<file path="config.mk">
export PLATFORM = sky130hd
export DESIGN_NAME = mf3_median
export DESIGN_NICKNAME = d
export VERILOG_FILES = /design/src/hw/rtl/mf3_pkg.sv /design/src/hw/rtl/mf3_median.sv
export SDC_FILE = /design/constraint.sdc
export NUM_CORES = 1
export LEC_CHECK = 0
export BUFFER_PORTS_ARGS = -buffer_cell sky130_fd_sc_hd__buf_2
export CAP_MARGIN = 20
export CORE_ASPECT_RATIO = 1.75
export CORE_MARGIN = 2
export CORE_UTILIZATION = 28
export CTS_BUF_LIST = sky130_fd_sc_hd__clkbuf_4 sky130_fd_sc_hd__clkbuf_8
export DETAILED_ROUTE_END_ITERATION = 6
export PLACE_DENSITY = 0.43
export SYNTH_ARGS = -nofsm -noshare
export SYNTH_HDL_FRONTEND = slang
export SYNTH_SLANG_ARGS = --single-unit
</file>
<file path="constraint.sdc">
create_clock -name clk_i -period 12.5 [get_ports clk_i]
set_clock_uncertainty 0.2 [all_clocks]
set_input_delay 1.875 -clock clk_i [delete_from_list [all_inputs] [get_ports clk_i]]
set_output_delay 1.875 -clock clk_i [all_outputs]
set_load 0.02 [all_outputs]
</file>
<file path="src/hw/rtl/mf3_pkg.sv">
// ----------------------------------------------------------------------------
// mf3_pkg
// Shared types, constants and compare helpers for the 3x3 median filter.
// ----------------------------------------------------------------------------
package mf3_pkg;

  localparam int PIX_W        = 8;
  localparam int ROW_W        = 12;
  localparam int COL_W        = 10;
  localparam int WIDTH_CFG_W  = 11;
  localparam int HEIGHT_CFG_W = 13;
  localparam int CFG_DATA_W   = 13;
  localparam int WIN_N        = 9;

  localparam int DEF_MAX_WIDTH  = 1024;
  localparam int HEIGHT_CAP     = 4096;
  localparam int MIN_DIM        = 3;
  localparam int WIDTH_RESET    = 640;
  localparam int HEIGHT_RESET   = 480;
  localparam int FIRST_INTERIOR = 2;

  typedef enum logic [0:0] {
    REG_IMAGE_WIDTH  = 1'b0,
    REG_IMAGE_HEIGHT = 1'b1
  } cfg_reg_e;

  typedef logic [PIX_W-1:0] pix_t;

  // Position and frame marker of one result pixel
  typedef struct packed {
    logic [ROW_W-1:0] row;
    logic [COL_W-1:0] col;
    logic             last;
  } pos_t;

  // One window column in ascending order
  typedef struct packed {
    pix_t lo;
    pix_t mid;
    pix_t hi;
  } col3_t;

  function automatic pix_t max2(pix_t a, pix_t b);
    return (a > b) ? a : b;
  endfunction

  function automatic pix_t min2(pix_t a, pix_t b);
    return (a < b) ? a : b;
  endfunction

  function automatic pix_t max3(pix_t a, pix_t b, pix_t c);
    return max2(max2(a, b), c);
  endfunction

  function automatic pix_t min3(pix_t a, pix_t b, pix_t c);
    return min2(min2(a, b), c);
  endfunction

  function automatic pix_t med3(pix_t a, pix_t b, pix_t c);
    return max2(min2(a, b), min2(max2(a, b), c));
  endfunction

  function automatic col3_t sort3(pix_t a, pix_t b, pix_t c);
    col3_t s;
    s.lo  = min3(a, b, c);
    s.mid = med3(a, b, c);
    s.hi  = max3(a, b, c);
    return s;
  endfunction

endpackage

</file>
<file path="src/hw/rtl/mf3_median.sv">
// ----------------------------------------------------------------------------
// mf3_median
// Two-stage median-of-nine network: sort the three columns, then take the
// median of max-of-lows, median-of-mids and min-of-highs.
// ----------------------------------------------------------------------------
module mf3_median
  import mf3_pkg::*;
(
  input  logic clk_i,
  input  logic rst_ni,
  input  logic in_valid_i,
  output logic in_ready_o,
  input  pix_t win_i [WIN_N],
  input  pos_t pos_i,
  output logic out_valid_o,
  input  logic out_ready_i,
  output pix_t median_o,
  output pos_t pos_o
);

  logic  a_valid_q;
  col3_t a_cols_q [3];
  pos_t  a_pos_q;
  logic  a_ready;

  logic  b_valid_q;
  pix_t  b_median_q;
  pos_t  b_pos_q;
  logic  b_ready;

  pix_t  lo_max;
  pix_t  mid_med;
  pix_t  hi_min;

  assign b_ready    = !b_valid_q || out_ready_i;
  assign a_ready    = !a_valid_q || b_ready;
  assign in_ready_o = a_ready;

  // Stage A valid
  always_ff @(posedge clk_i or negedge rst_ni) begin
    if (!rst_ni) begin
      a_valid_q <= 1'b0;
    end else if (a_ready) begin
      a_valid_q <= in_valid_i;
    end
  end

  // Stage A payload: sort each window column
  always_ff @(posedge clk_i) begin
    if (a_ready && in_valid_i) begin
      for (int i = 0; i < 3; i++) begin
        a_cols_q[i] <= sort3(win_i[i], win_i[i + 3], win_i[i + 6]);
      end
      a_pos_q <= pos_i;
    end
  end

  // Combine the sorted columns
  always_comb begin
    lo_max  = max3(a_cols_q[0].lo, a_cols_q[1].lo, a_cols_q[2].lo);
    mid_med = med3(a_cols_q[0].mid, a_cols_q[1].mid, a_cols_q[2].mid);
    hi_min  = min3(a_cols_q[0].hi, a_cols_q[1].hi, a_cols_q[2].hi);
  end

  // Stage B valid: output register
  always_ff @(posedge clk_i or negedge rst_ni) begin
    if (!rst_ni) begin
      b_valid_q <= 1'b0;
    end else if (b_ready) begin
      b_valid_q <= a_valid_q;
    end
  end

  // Stage B payload
  always_ff @(posedge clk_i) begin
    if (b_ready && a_valid_q) begin
      b_median_q <= med3(lo_max, mid_med, hi_min);
      b_pos_q    <= a_pos_q;
    end
  end

  assign out_valid_o = b_valid_q;
  assign median_o    = b_median_q;
  assign pos_o       = b_pos_q;

endmodule

</file>
==> results.tsv <==
metric	value	unit
path_delay_family	compound AO/OA/AOI/OAI gates	
hpwlAfterDp	25400	um
ys_seq_elements	128	
max_freq	0.0883	GHz
slew_viol_final	0	
core-area	38300	um2
worstPathRequired	12500	ps
synthFlopType	edfxtp_1	
hp-class	flip-flop to flip-flop	
mostFrequentLayoutCells	165 x ha_1, 141 x inv_1, 131 x buf_2, 127 x o21ai_0, 126 x edfxtp_1	
die_width	153	um
htree_levels	4	
pin_count	132	
drc	0	
root_buffer	clkbuf_8	
grt_overflow	0	
synth_edf_count	126	
num_vias	8464	
fin_nets	1537	
drt-pass1-iter-count	4	
dieHeight	264	um
cts_inserted_buffers	17	
finalCritPeriodShare	90.6	%
path_class	flip-flop to flip-flop	
cp_max_fo	14	
setup_viol	0	
grt_pass1_wl	46600	um
drive_gt1_share	19.8	%
cp.arrival	11320	ps
yosysUniqueCellTypes	70	
seq_area_frac_synth	35.4	%
drt_iter0_markers	368	
postRouteAntennaNets	0	
drt-total-wl	30000	um
synth-async-reset-ratio	1.56	%
cp_slowest_cell	or4b_1	
maxCapViolations	0	
synth_fp_nets	1389	
slew_headroom	27.9	%
clk_pin_slew_worst_paths	90	ps
startpoint_type	flip-flop	
layout_commonest_cell	ha_1	
rows	95	
cts_buffer_depth	2	
globalplace.congestion	0.843	
slowest_delay	510	ps
die_area	40400	um2
postSynthAreaPerCell	9.63	um2
grt_use_total	15.0	%
grt_pass1_vias	8637	
worst_pin_slew	1080	ps
setup-tns-final	0	ps
netlist_area	10800	um2
synthToLayoutAreaGrowth	16.1	%
grt_max_degree	73	
cts.sinks	128	
cts_tree	done	
vias_per_cell	4.78	
cp-end-kind	flip-flop	
rsz0062_at_grt	no	
clk_latency	480	ps
io_buffers	131	
layout_min_cycle_time	11320	ps
avgRoutedWirePerCell	17.0	um
synthCells	1125	
antenna_found_initial	1	
synth-warning-count	0	
worst-path-buf-inv	4	
status	completed	
hold_viol_final	0	
start_util	28.3	%
through the flow:
| step | setup slack, ps | hold WS [ps] | instances | instance area, um2 | utilization [%] |
|---|---|---|---|---|---|
| detailed placement | 233 | 205 | 1730 | 12100 | 31.5 |
| finish | 1180 | 217 | 1772 | 12600 | 32.9 |
| global route | 7.14 | 231 | 1772 | 12600 | 32.9 |
| floorplan | 1820 | 200 | 1125 | 10800 | - |
| CTS | 190 | 220 | 1762 | 12500 | 32.6 |
| global placement | 455 | 200 | 1730 | 12100 | 31.5 |
path summary, 6_finish.rpt:
check	slack, ps	start	endpoint	cells past startpoint
worst min register to register	220	a_pos_q[12]$_DFFE_PP_	pos_o[12]$_DFFE_PP_	0
max in group asynchronous	11040	rst_ni	a_valid_q$_DFFE_PN0N_	1
worst max register to register	1180	a_cols_q[0][11]$_DFFE_PP_	median_o[2]$_DFFE_PP_	56
worst max-delay path	1180	a_cols_q[0][11]$_DFFE_PP_	median_o[2]$_DFFE_PP_	56
worst min-delay path	220	a_pos_q[12]$_DFFE_PP_	pos_o[12]$_DFFE_PP_	0
min in group asynchronous	970	rst_ni	out_valid_o$_DFFE_PN0P_	1
final cells by class:
class                      count  area (um2)
fill                        4044       25700
antenna                        1        2.50
inverter                     141         529
clock buffer                  18         241
timing repair buffer         150         798
clock inverter                14         156
sequential                   128        3830
tap                          485         607
multi-input combinational    835        6410
synth_stat cells (2+ instances only):
master	number	area (um2)
a211oi_1	3	22.5
a21boi_0	9	67.6
a21o_1	33	248
a21o_2	3	26.3
a21oi_1	56	280
a311oi_1	2	17.5
and2_1	4	25.0
and3_1	4	25.0
and4_1	2	17.5
and4_2	2	20.0
buf_6	2	22.5
clkbuf_1	17	63.8
dfrtp_1	2	50.1
edfxtp_1	126	3780
ha_1	165	2060
inv_1	141	529
mux2_2	41	462
mux2i_1	65	651
nand2_1	120	450
nand2b_1	26	163
nand3_1	14	70.1
nand4_1	20	125
nor2_1	35	131
nor2b_1	15	93.8
nor3_1	3	15.0
o211ai_1	2	15.0
o21a_1	27	203
o21ai_0	128	641
o21ai_1	10	50.1
o31ai_1	6	45.0
or4b_1	2	20.0
xnor2_1	2	17.5
logic make-up (layout without fill, tap and decap cells):
family,count (synthesis),count (layout),share of synthesized area (%)
AO/OA/AOI/OAI,303,303,17.5
AND/OR/NAND/NOR,257,257,11.6
adder cells (fa/ha/maj),166,166,19.2
buffers and inverters,162,323,5.83
flip-flops,128,128,35.4
multiplexers,107,107,10.4
XOR/XNOR,2,2,0.162
other,0,1,0
layer usage:
layer | vias to the layer above | track usage (%) | share of wire, %
li1 | 4381 | - | -
met1 | 3890 | 14.2 | 36
met2 | 158 | 31.4 | 59
met3 | 35 | 2.05 | 2.8
met4 | 0 | 5.63 | 2.5
met5 | - | 0 | 0
sequential cells by signal (all words and copies together) (netlist names):
| signal | cells |
|---|---|
| a_valid_q | 1 |
| median_o | 8 |
| a_cols_q | 72 |
| out_valid_o | 1 |
| pos_o | 23 |
| a_pos_q | 23 |
timing repair:
| item | 4_1_cts | 5_1_grt |
|---|---|---|
| hold buffers | 0 | 0 |
| hold endpoints to repair | 0 | 0 |
| setup endpoints to repair | 0 | 8 |
| gates resized for setup | 0 | 9 |
| buffers inserted | 0 | 6 |
Power is not shown: default switching activity piles up to over one toggle a cycle in this logic, so the estimate is an artifact.
