### src/hw/rtl/mf3_pkg.sv
// ----------------------------------------------------------------------------
// mf3_pkg
// Shared types, constants and compare helpers for the 3x3 median filter.
// ----------------------------------------------------------------------------
package mf3_pkg;

  localparam int PIX_W        = 8;
  localparam int ROW_W        = 12;
  localparam int COL_W        = 10;
  localparam int WIDTH_CFG_W  = 11;
  localparam int HEIGHT_CFG_W = 13;
  localparam int CFG_DATA_W   = 13;
  localparam int WIN_N        = 9;

  localparam int DEF_MAX_WIDTH  = 1024;
  localparam int HEIGHT_CAP     = 4096;
  localparam int MIN_DIM        = 3;
  localparam int WIDTH_RESET    = 640;
  localparam int HEIGHT_RESET   = 480;
  localparam int FIRST_INTERIOR = 2;

  typedef enum logic [0:0] {
    REG_IMAGE_WIDTH  = 1'b0,
    REG_IMAGE_HEIGHT = 1'b1
  } cfg_reg_e;

  typedef logic [PIX_W-1:0] pix_t;

  // Position and frame marker of one result pixel
  typedef struct packed {
    logic [ROW_W-1:0] row;
    logic [COL_W-1:0] col;
    logic             last;
  } pos_t;

  // One window column in ascending order
  typedef struct packed {
    pix_t lo;
    pix_t mid;
    pix_t hi;
  } col3_t;

  function automatic pix_t max2(pix_t a, pix_t b);
    return (a > b) ? a : b;
  endfunction

  function automatic pix_t min2(pix_t a, pix_t b);
    return (a < b) ? a : b;
  endfunction

  function automatic pix_t max3(pix_t a, pix_t b, pix_t c);
    return max2(max2(a, b), c);
  endfunction

  function automatic pix_t min3(pix_t a, pix_t b, pix_t c);
    return min2(min2(a, b), c);
  endfunction

  function automatic pix_t med3(pix_t a, pix_t b, pix_t c);
    return max2(min2(a, b), min2(max2(a, b), c));
  endfunction

  function automatic col3_t sort3(pix_t a, pix_t b, pix_t c);
    col3_t s;
    s.lo  = min3(a, b, c);
    s.mid = med3(a, b, c);
    s.hi  = max3(a, b, c);
    return s;
  endfunction

endpackage

### src/hw/rtl/mf3_window.sv
// ----------------------------------------------------------------------------
// mf3_window
// Two stored pixel columns plus the current column form the 3x3 window.
// ----------------------------------------------------------------------------
module mf3_window
  import mf3_pkg::*;
(
  input  logic clk_i,
  input  logic rst_ni,
  input  logic restart_i,
  input  logic shift_i,
  input  pix_t top_i,
  input  pix_t mid_i,
  input  pix_t pixel_i,
  output pix_t win_o [WIN_N]
);

  // Older column in entries 0..2, newer in 3..5 (top, middle, bottom)
  pix_t cols_q [6];

  // Shift in the current column; clear on frame restart
  always_ff @(posedge clk_i or negedge rst_ni) begin
    if (!rst_ni) begin
      for (int i = 0; i < 6; i++) cols_q[i] <= '0;
    end else if (restart_i) begin
      for (int i = 0; i < 6; i++) cols_q[i] <= '0;
    end else if (shift_i) begin
      cols_q[0] <= cols_q[3];
      cols_q[1] <= cols_q[4];
      cols_q[2] <= cols_q[5];
      cols_q[3] <= top_i;
      cols_q[4] <= mid_i;
      cols_q[5] <= pixel_i;
    end
  end

  // Row-major window: top row, middle row, bottom row
  always_comb begin
    win_o[0] = cols_q[0];
    win_o[1] = cols_q[3];
    win_o[2] = top_i;
    win_o[3] = cols_q[1];
    win_o[4] = cols_q[4];
    win_o[5] = mid_i;
    win_o[6] = cols_q[2];
    win_o[7] = cols_q[5];
    win_o[8] = pixel_i;
  end

endmodule

### config.mk
export PLATFORM = sky130hd
export DESIGN_NAME = mf3_window
export DESIGN_NICKNAME = d
export VERILOG_FILES = /design/src/hw/rtl/mf3_pkg.sv /design/src/hw/rtl/mf3_window.sv
export SDC_FILE = /design/constraint.sdc
export NUM_CORES = 1
export LEC_CHECK = 0
export BUFFER_PORTS_ARGS = -buffer_cell sky130_fd_sc_hd__buf_2
export CAP_MARGIN = 5
export CELL_PAD_IN_SITES_DETAIL_PLACEMENT = 1
export CELL_PAD_IN_SITES_GLOBAL_PLACEMENT = 1
export CORE_MARGIN = 2
export CORE_UTILIZATION = 35
export DETAILED_ROUTE_END_ITERATION = 7
export PLACE_DENSITY = 0.79
export SYNTH_ARGS = -nofsm -noshare
export SYNTH_HDL_FRONTEND = slang
export SYNTH_SLANG_ARGS = --single-unit
### constraint.sdc
create_clock -name clk_i -period 1.1 [get_ports clk_i]
set_clock_uncertainty 0.15 [all_clocks]
set_input_delay 0.165 -clock clk_i [delete_from_list [all_inputs] [get_ports clk_i]]
set_output_delay 0.165 -clock clk_i [all_outputs]
set_load 0.01 [all_outputs]
==> flow_metrics.env, run 1 <==
export IMPL_mostFrequentLayoutCells="85 x sky130_fd_sc_hd__buf_2, 48 x sky130_fd_sc_hd__mux2i_1, 48 x sky130_fd_sc_hd__nor2_1, 48 x sky130_fd_sc_hd__dfrtp_1, 40 x sky130_fd_sc_hd__buf_4"
export IMPL_rsz0062_at_grt="true"
export IMPL_synth_top_family_by_area="multiplexers"
export IMPL_maxSlewHeadroom=0.8243
export IMPL_areaGrowthSynthToFinish_pct=52.56
export IMPL_synth_xor_area_share=0
export IMPL_row_count=28
export IMPL_num_vias=1791
export IMPL_synth_fa_ha_area_frac=0
export IMPL_floorplan_die_width_microns=82.37
export IMPL_finish_stage_setup_viols=56
export IMPL_highest_clock_rate_mhz=859.3
export IMPL_postLayoutCoreUtil=0.5539
export IMPL_antennaDiodeCount=0
export IMPL_synth_compound_area_frac=0
export IMPL_rr_worst_depth=4
export IMPL_grtUsageMet1=0.1911
export IMPL_min_from="top_i[3]"
export IMPL_initial_antenna_violation_count=0
export IMPL_drive_gt1_frac=0.4748
export IMPL_grt_pass1_wl_microns=8721
export IMPL_synth_mux_area_frac=0.2235
export IMPL_finish_net_count=347
export IMPL_post_drt_wl_per_cell_microns=15.14
export IMPL_via_per_inst=4.557
export IMPL_final_period_utilization=1.058
export IMPL_numPortBuffers=99
export IMPL_clk_latency_ps=290
export IMPL_worstPathMaxFanout=3
export IMPL_cts_num_sinks=48
export IMPL_finalHoldViolCount=0
export IMPL_grt_busiest_layer="met2"
export IMPL_worst_setup_hold_path_clk_slew_ps=80
export IMPL_netlist_area_sq_um=2150
export IMPL_outcome="complete, but fails checks"
export IMPL_global_route_usage_met3=0.03804
export IMPL_core_ar_sq_um=5921
export IMPL_finish_instance_area_sq_um=3279
export IMPL_synthesis_nets=207
export IMPL_crit_buf_inv=1
export IMPL_timing_max_transition_violations_final=0
export IMPL_wl_microns=5949
export IMPL_crit_path_cell_trace="buf_2"
export IMPL_crit_path_end_kind="output pin"
export IMPL_synth_lib_cells_used_distinct=8
export IMPL_timing_rr_end="win_o[65]"
export IMPL_max_slew_worst_pin_slew_ps=263.6
export IMPL_floorplan_io_pins=100
export IMPL_hold_class="in -> reg"
export IMPL_worstSetupPathType="reg -> out"
export IMPL_clk_root_buffer_cell="sky130_fd_sc_hd__clkbuf_8"
export IMPL_violations="negative setup slack"
export IMPL_ys_warn_count=0
export IMPL_crit_reg2reg_launch="win_o[65]"
export IMPL_syn_area_per_cell_sq_um=12.01
export IMPL_post_route_drc_count=0
export IMPL_synth_seq_area_share=0.5588
export IMPL_setup_worst_path_start="win_o[12]"
export IMPL_drv_max_cap_violation_count=0
export IMPL_drt_pre_antenna_iters=4
export IMPL_power_static_leakage_nw=1.887
export IMPL_power_per_cell_area_nw_per_um2=1173
export IMPL_power_ir_vdd_worst_mv=0.7376
export IMPL_startpoint_type_of_the_worst_setup_path="flop"
export IMPL_postSynthCellCount=179
export IMPL_postSynthRegisterBits=48
export IMPL_cts_max_level=2
export IMPL_die_h_microns=82.37
export IMPL_gp_routability_congestion=0.7600
export IMPL_drt_iter0_markers=53
export IMPL_ff2ff_setup_slack_ps=-20
export IMPL_finalSetupTns_ps=-1951
export IMPL_die_area_sq_um=6785
export IMPL_tritoncts="yes"
export IMPL_cp_slowest_cell="sky130_fd_sc_hd__dfrtp_1"
export IMPL_grt_max_degree=49
export IMPL_start_util=0.3631
export IMPL_detailed_place_hpwl_microns=3468
export IMPL_global_route_overflow_total=0
export IMPL_grt_use_met2=0.3177
export IMPL_detail_route_antenna_nets=0
export IMPL_placedInstanceArea_sq_um=2551
export IMPL_crit_arrival_ps=850
export IMPL_grt_util_all_layers=0.1743
export IMPL_worst_path_largest_cell_delay_ps=410
export IMPL_setup_worst_path_end="win_o[12]"
export IMPL_min_setup_slack_post_route_ps=-63.72
export IMPL_cts_path_max_buffers=2
export IMPL_first_global_vias=1805
export IMPL_cp_top_family="flip-flops"
export IMPL_finalCriticalPeriod_ps=1164
export IMPL_most_frequent_standard_cell_in_the_layout_excluding_fill_and_tap_cells="sky130_fd_sc_hd__buf_2"
export IMPL_cp_data_required_time_ps=780
export IMPL_largest_register_ff_count=48
export IMPL_worst_path_stages=1
export IMPL_simple_gate_fraction_of_synth_area=0.08382
export IMPL_cts_buffers_inserted=5
-- worst reg2reg max path, cell delays in order (launching register included) --
cell and delay (ps):
sky130_fd_sc_hd__dfrtp_1 400, sky130_fd_sc_hd__buf_4 140, sky130_fd_sc_hd__buf_4 130, sky130_fd_sc_hd__mux2i_1 140
sky130_fd_sc_hd__nor2_1 60
-- worst min path at each step --
| stage | end | slack [ps] | depth (start not counted) |
|---|---|---|---|
| 2_1_floorplan | win_o[10] | -280 | 0 |
| 3_3_place_gp | win_o[23] | 20 | 2 |
| 3_5_place_dp | win_o[39] | 20 | 2 |
| 4_1_cts | win_o[59] | 9 | 3 |
| 5_1_grt | win_o[59] | 30 | 3 |
| 6_report | win_o[59] | 20 | 3 |
-- synthesized netlist by cell type --
cell type	instances	area (sq um)
sky130_fd_sc_hd__dfrtp_1	48	1201
sky130_fd_sc_hd__mux2i_1	48	480.5
sky130_fd_sc_hd__nor2_1	48	180.2
sky130_fd_sc_hd__buf_4	26	195.2
sky130_fd_sc_hd__buf_12	3	60.06
sky130_fd_sc_hd__clkbuf_1	3	11.26
sky130_fd_sc_hd__buf_2	2	10.01
sky130_fd_sc_hd__buf_6	1	11.26
-- final cells by class --
cell class	instances	area (sq um)
Timing Repair Buffer	168	1225
Multi-Input combinational cell	96	660.6
Tap cell	75	93.84
Fill cell	665	2641
Sequential cell	48	1201
Clock buffer	5	68.82
Clock inverter	1	30.03
-- per-stage QoR --
| step | hold WS, ps | power (W) | cells | setup WS (ps) |
|---|---|---|---|---|
| 2_1_floorplan | -280.6 | 0.002270 | 179 | 103.4 |
| 3_3_place_gp | 18.98 | 0.002460 | 323 | 31.09 |
| 3_5_place_dp | 22.84 | 0.002479 | 323 | -21.00 |
| 4_1_cts | 9.467 | 0.003839 | 380 | -85.11 |
| 5_1_grt | 32.37 | 0.004054 | 393 | -108.3 |
| 6_report | 23.43 | 0.003847 | 393 | -63.72 |
-- power by group --
group          internal [W]  total (W)  switching, W  leakage (nW)
clock network      0.000653    0.00120      0.000546        0.0501
registers           0.00184    0.00189     0.0000514         0.649
logic              0.000407   0.000755      0.000348          1.19
total               0.00290    0.00385      0.000945          1.89
-- kinds of logic after synthesis --
| family | Yosys count |
|---|---|
| buffers and inverters | 35 |
| DFF | 48 |
| and+or+nand+nor | 48 |
| muxes | 48 |
-- what timing repair did --
action | CTS | global route
endpoints found under the hold margin | 71 | 0
hold buffers | 24 | 0
setup buffers | 27 | 14
pin swaps | 0 | 1
gates resized for setup | 1 | 14
endpoints found under the setup margin | 48 | 49
-- per-layer routing --
layer / wire [microns] / vias up / part of all wire
met1: 2278 / 873 / 0.38
met3: 291 / 14 / 0.049
met4: 170 / 0 / 0.029
met2: 3209 / 64 / 0.54
met5: 0 / - / 0
li1: - / 840 / -
Power figures use the tool's default switching activity.
==> inputs of run 2 (changes only) <==
CORE_MARGIN = not set   (was 2)
==> flow_metrics.env, run 2 (synthesis gave the netlist of run 1 again) <==
export IMPL_maxSlewHeadroom=0.8268
export IMPL_count_of_placed_standard_cells_including_taps=323
export IMPL_cts_max_level=2
export IMPL_areaGrowthSynthToFinish_pct=49.13
export IMPL_num_vias=1762
export IMPL_worstSetupPathType="reg -> out"
export IMPL_drive_gt1_frac=0.4799
export IMPL_worstPathMaxFanout=2
export IMPL_crit_path_cell_trace="buf_2"
export IMPL_first_global_vias=1755
export IMPL_startpoint_type_of_the_worst_setup_path="flop"
export IMPL_rr_worst_depth=4
export IMPL_drt_pre_antenna_iters=4
export IMPL_floorplan_io_pins=100
export IMPL_power_static_leakage_nw=1.883
export IMPL_die_h_microns=80.37
export IMPL_global_route_overflow_total=0
export IMPL_postLayoutCoreUtil=0.5414
export IMPL_outcome="complete, but fails checks"
export IMPL_finish_instance_area_sq_um=3206
export IMPL_finalHoldViolCount=0
export IMPL_antennaDiodeCount=0
export IMPL_ff2ff_setup_slack_ps=-20
export IMPL_worst_path_largest_cell_delay_ps=410
export IMPL_tritoncts="yes"
export IMPL_cts_buffers_inserted=5
export IMPL_hold_end="win_o[12]"
export IMPL_max_slew_worst_pin_slew_ps=259.8
export IMPL_crit_path_end_kind="output pin"
export IMPL_row_count=28
export IMPL_start_util=0.3631
export IMPL_largest_register_ff_count=48
export IMPL_cts_num_sinks=48
export IMPL_cp_slowest_cell="sky130_fd_sc_hd__dfrtp_1"
export IMPL_timing_rr_end="win_o[43]"
export IMPL_crit_buf_inv=1
export IMPL_rsz0062_at_grt="true"
export IMPL_setup_worst_path_start="win_o[35]"
export IMPL_die_area_sq_um=6459
export IMPL_numPortBuffers=99
export IMPL_hold_class="in -> reg"
export IMPL_finish_net_count=350
export IMPL_clk_latency_ps=300
export IMPL_detail_route_antenna_nets=0
export IMPL_grt_pass1_wl_microns=8342
export IMPL_via_per_inst=4.427
export IMPL_finish_cell_count_without_fillers=398
export IMPL_drt_iter0_markers=54
export IMPL_min_from="pixel_i[4]"
export IMPL_finish_stage_setup_viols=54
export IMPL_cp_data_required_time_ps=780
export IMPL_holdPathStages=3
export IMPL_timing_max_transition_violations_final=0
export IMPL_placedInstanceArea_sq_um=2539
export IMPL_drv_max_cap_violation_count=0
export IMPL_violations="negative setup slack"
export IMPL_finalCriticalPeriod_ps=1167
export IMPL_core_ar_sq_um=5921
export IMPL_wl_microns=5285
export IMPL_clk_root_buffer_cell="sky130_fd_sc_hd__clkbuf_8"
export IMPL_crit_arrival_ps=850
export IMPL_worst_setup_hold_path_clk_slew_ps=90
export IMPL_cts_path_max_buffers=2
export IMPL_highest_clock_rate_mhz=857.2
export IMPL_initial_antenna_violation_count=0
export IMPL_post_route_drc_count=0
export IMPL_floorplan_die_width_microns=80.37
export IMPL_min_setup_slack_post_route_ps=-66.52
export IMPL_pre_cts_ws_ps=-9.260
export IMPL_post_drt_wl_per_cell_microns=13.28
export IMPL_grt_max_degree=49
export IMPL_power_per_cell_area_nw_per_um2=1137
export IMPL_power_ir_vdd_worst_mv=0.6366
export IMPL_crit_reg2reg_launch="win_o[35]"
export IMPL_most_frequent_standard_cell_in_the_layout_excluding_fill_and_tap_cells="sky130_fd_sc_hd__buf_2"
export IMPL_finalSetupTns_ps=-1891
export IMPL_final_period_utilization=1.060
export IMPL_detailed_place_hpwl_microns=3097
export IMPL_grt_util_all_layers=0.1712
export IMPL_mostFrequentLayoutCells="97 x sky130_fd_sc_hd__buf_2, 48 x sky130_fd_sc_hd__mux2i_1, 48 x sky130_fd_sc_hd__nor2_1, 48 x sky130_fd_sc_hd__dfrtp_1, 43 x sky130_fd_sc_hd__buf_4"
export IMPL_cp_top_family="flip-flops"
export IMPL_gp_routability_congestion=0.6740
==> run 2: through the flow <==
step	hold WS (ps)	total power [W]
global route	64.13	0.003829
detailed placement	25.04	0.002468
CTS	28.96	0.003648
floorplan	-280.6	0.002270
global placement	18.00	0.002450
finish	21.34	0.003644
==> run 2: layout make-up <==
class	count	area, sq um
tap	75	93.84
multi-input combinational	96	660.6
clock buffer	5	68.82
timing repair buffer	171	1162
clock inverter	3	18.77
fill	709	2715
sequential	48	1201
==> run 2: routing by layer <==
layer	vias up	GRT usage	routed length, microns
met5	-	0	0
met2	52	0.3195	2999
li1	842	-	-
met3	4	0.03864	217
met4	0	0.05893	55
met1	864	0.1881	2013
==> run 2: report_power, final <==
part | switching (W) | internal [W]
sequential | 0.0000436 | 0.00184
clock | 0.000583 | 0.000444
combinational | 0.000342 | 0.000391
total | 0.000968 | 0.00268
==> run 2: how the worst max path moves through the flow <==
stage | to | slack, ps | cells after the start
after floorplan | win_o[22] | 100 | 5
after CTS | win_o[35] | -70 | 1
after detailed placement | win_o[36] | -9 | 4
final | win_o[35] | -70 | 1
after global placement | win_o[33] | 20 | 4
after global routing | win_o[33] | -100 | 1
==> run 2: worst register-to-register path, stage by stage (launching register included) <==
cell and delay (ps):
sky130_fd_sc_hd__dfrtp_1 410, sky130_fd_sc_hd__buf_4 140, sky130_fd_sc_hd__buf_4 120, sky130_fd_sc_hd__mux2i_1 130
sky130_fd_sc_hd__nor2_1 50
==> run 2: repair_timing <==
action,4_1_cts,5_1_grt
pin swaps,0,1
resized for setup,2,1
hold endpoints to repair,71,0
endpoints found under the setup margin,48,48
buffers inserted,27,16
hold buffers,24,0
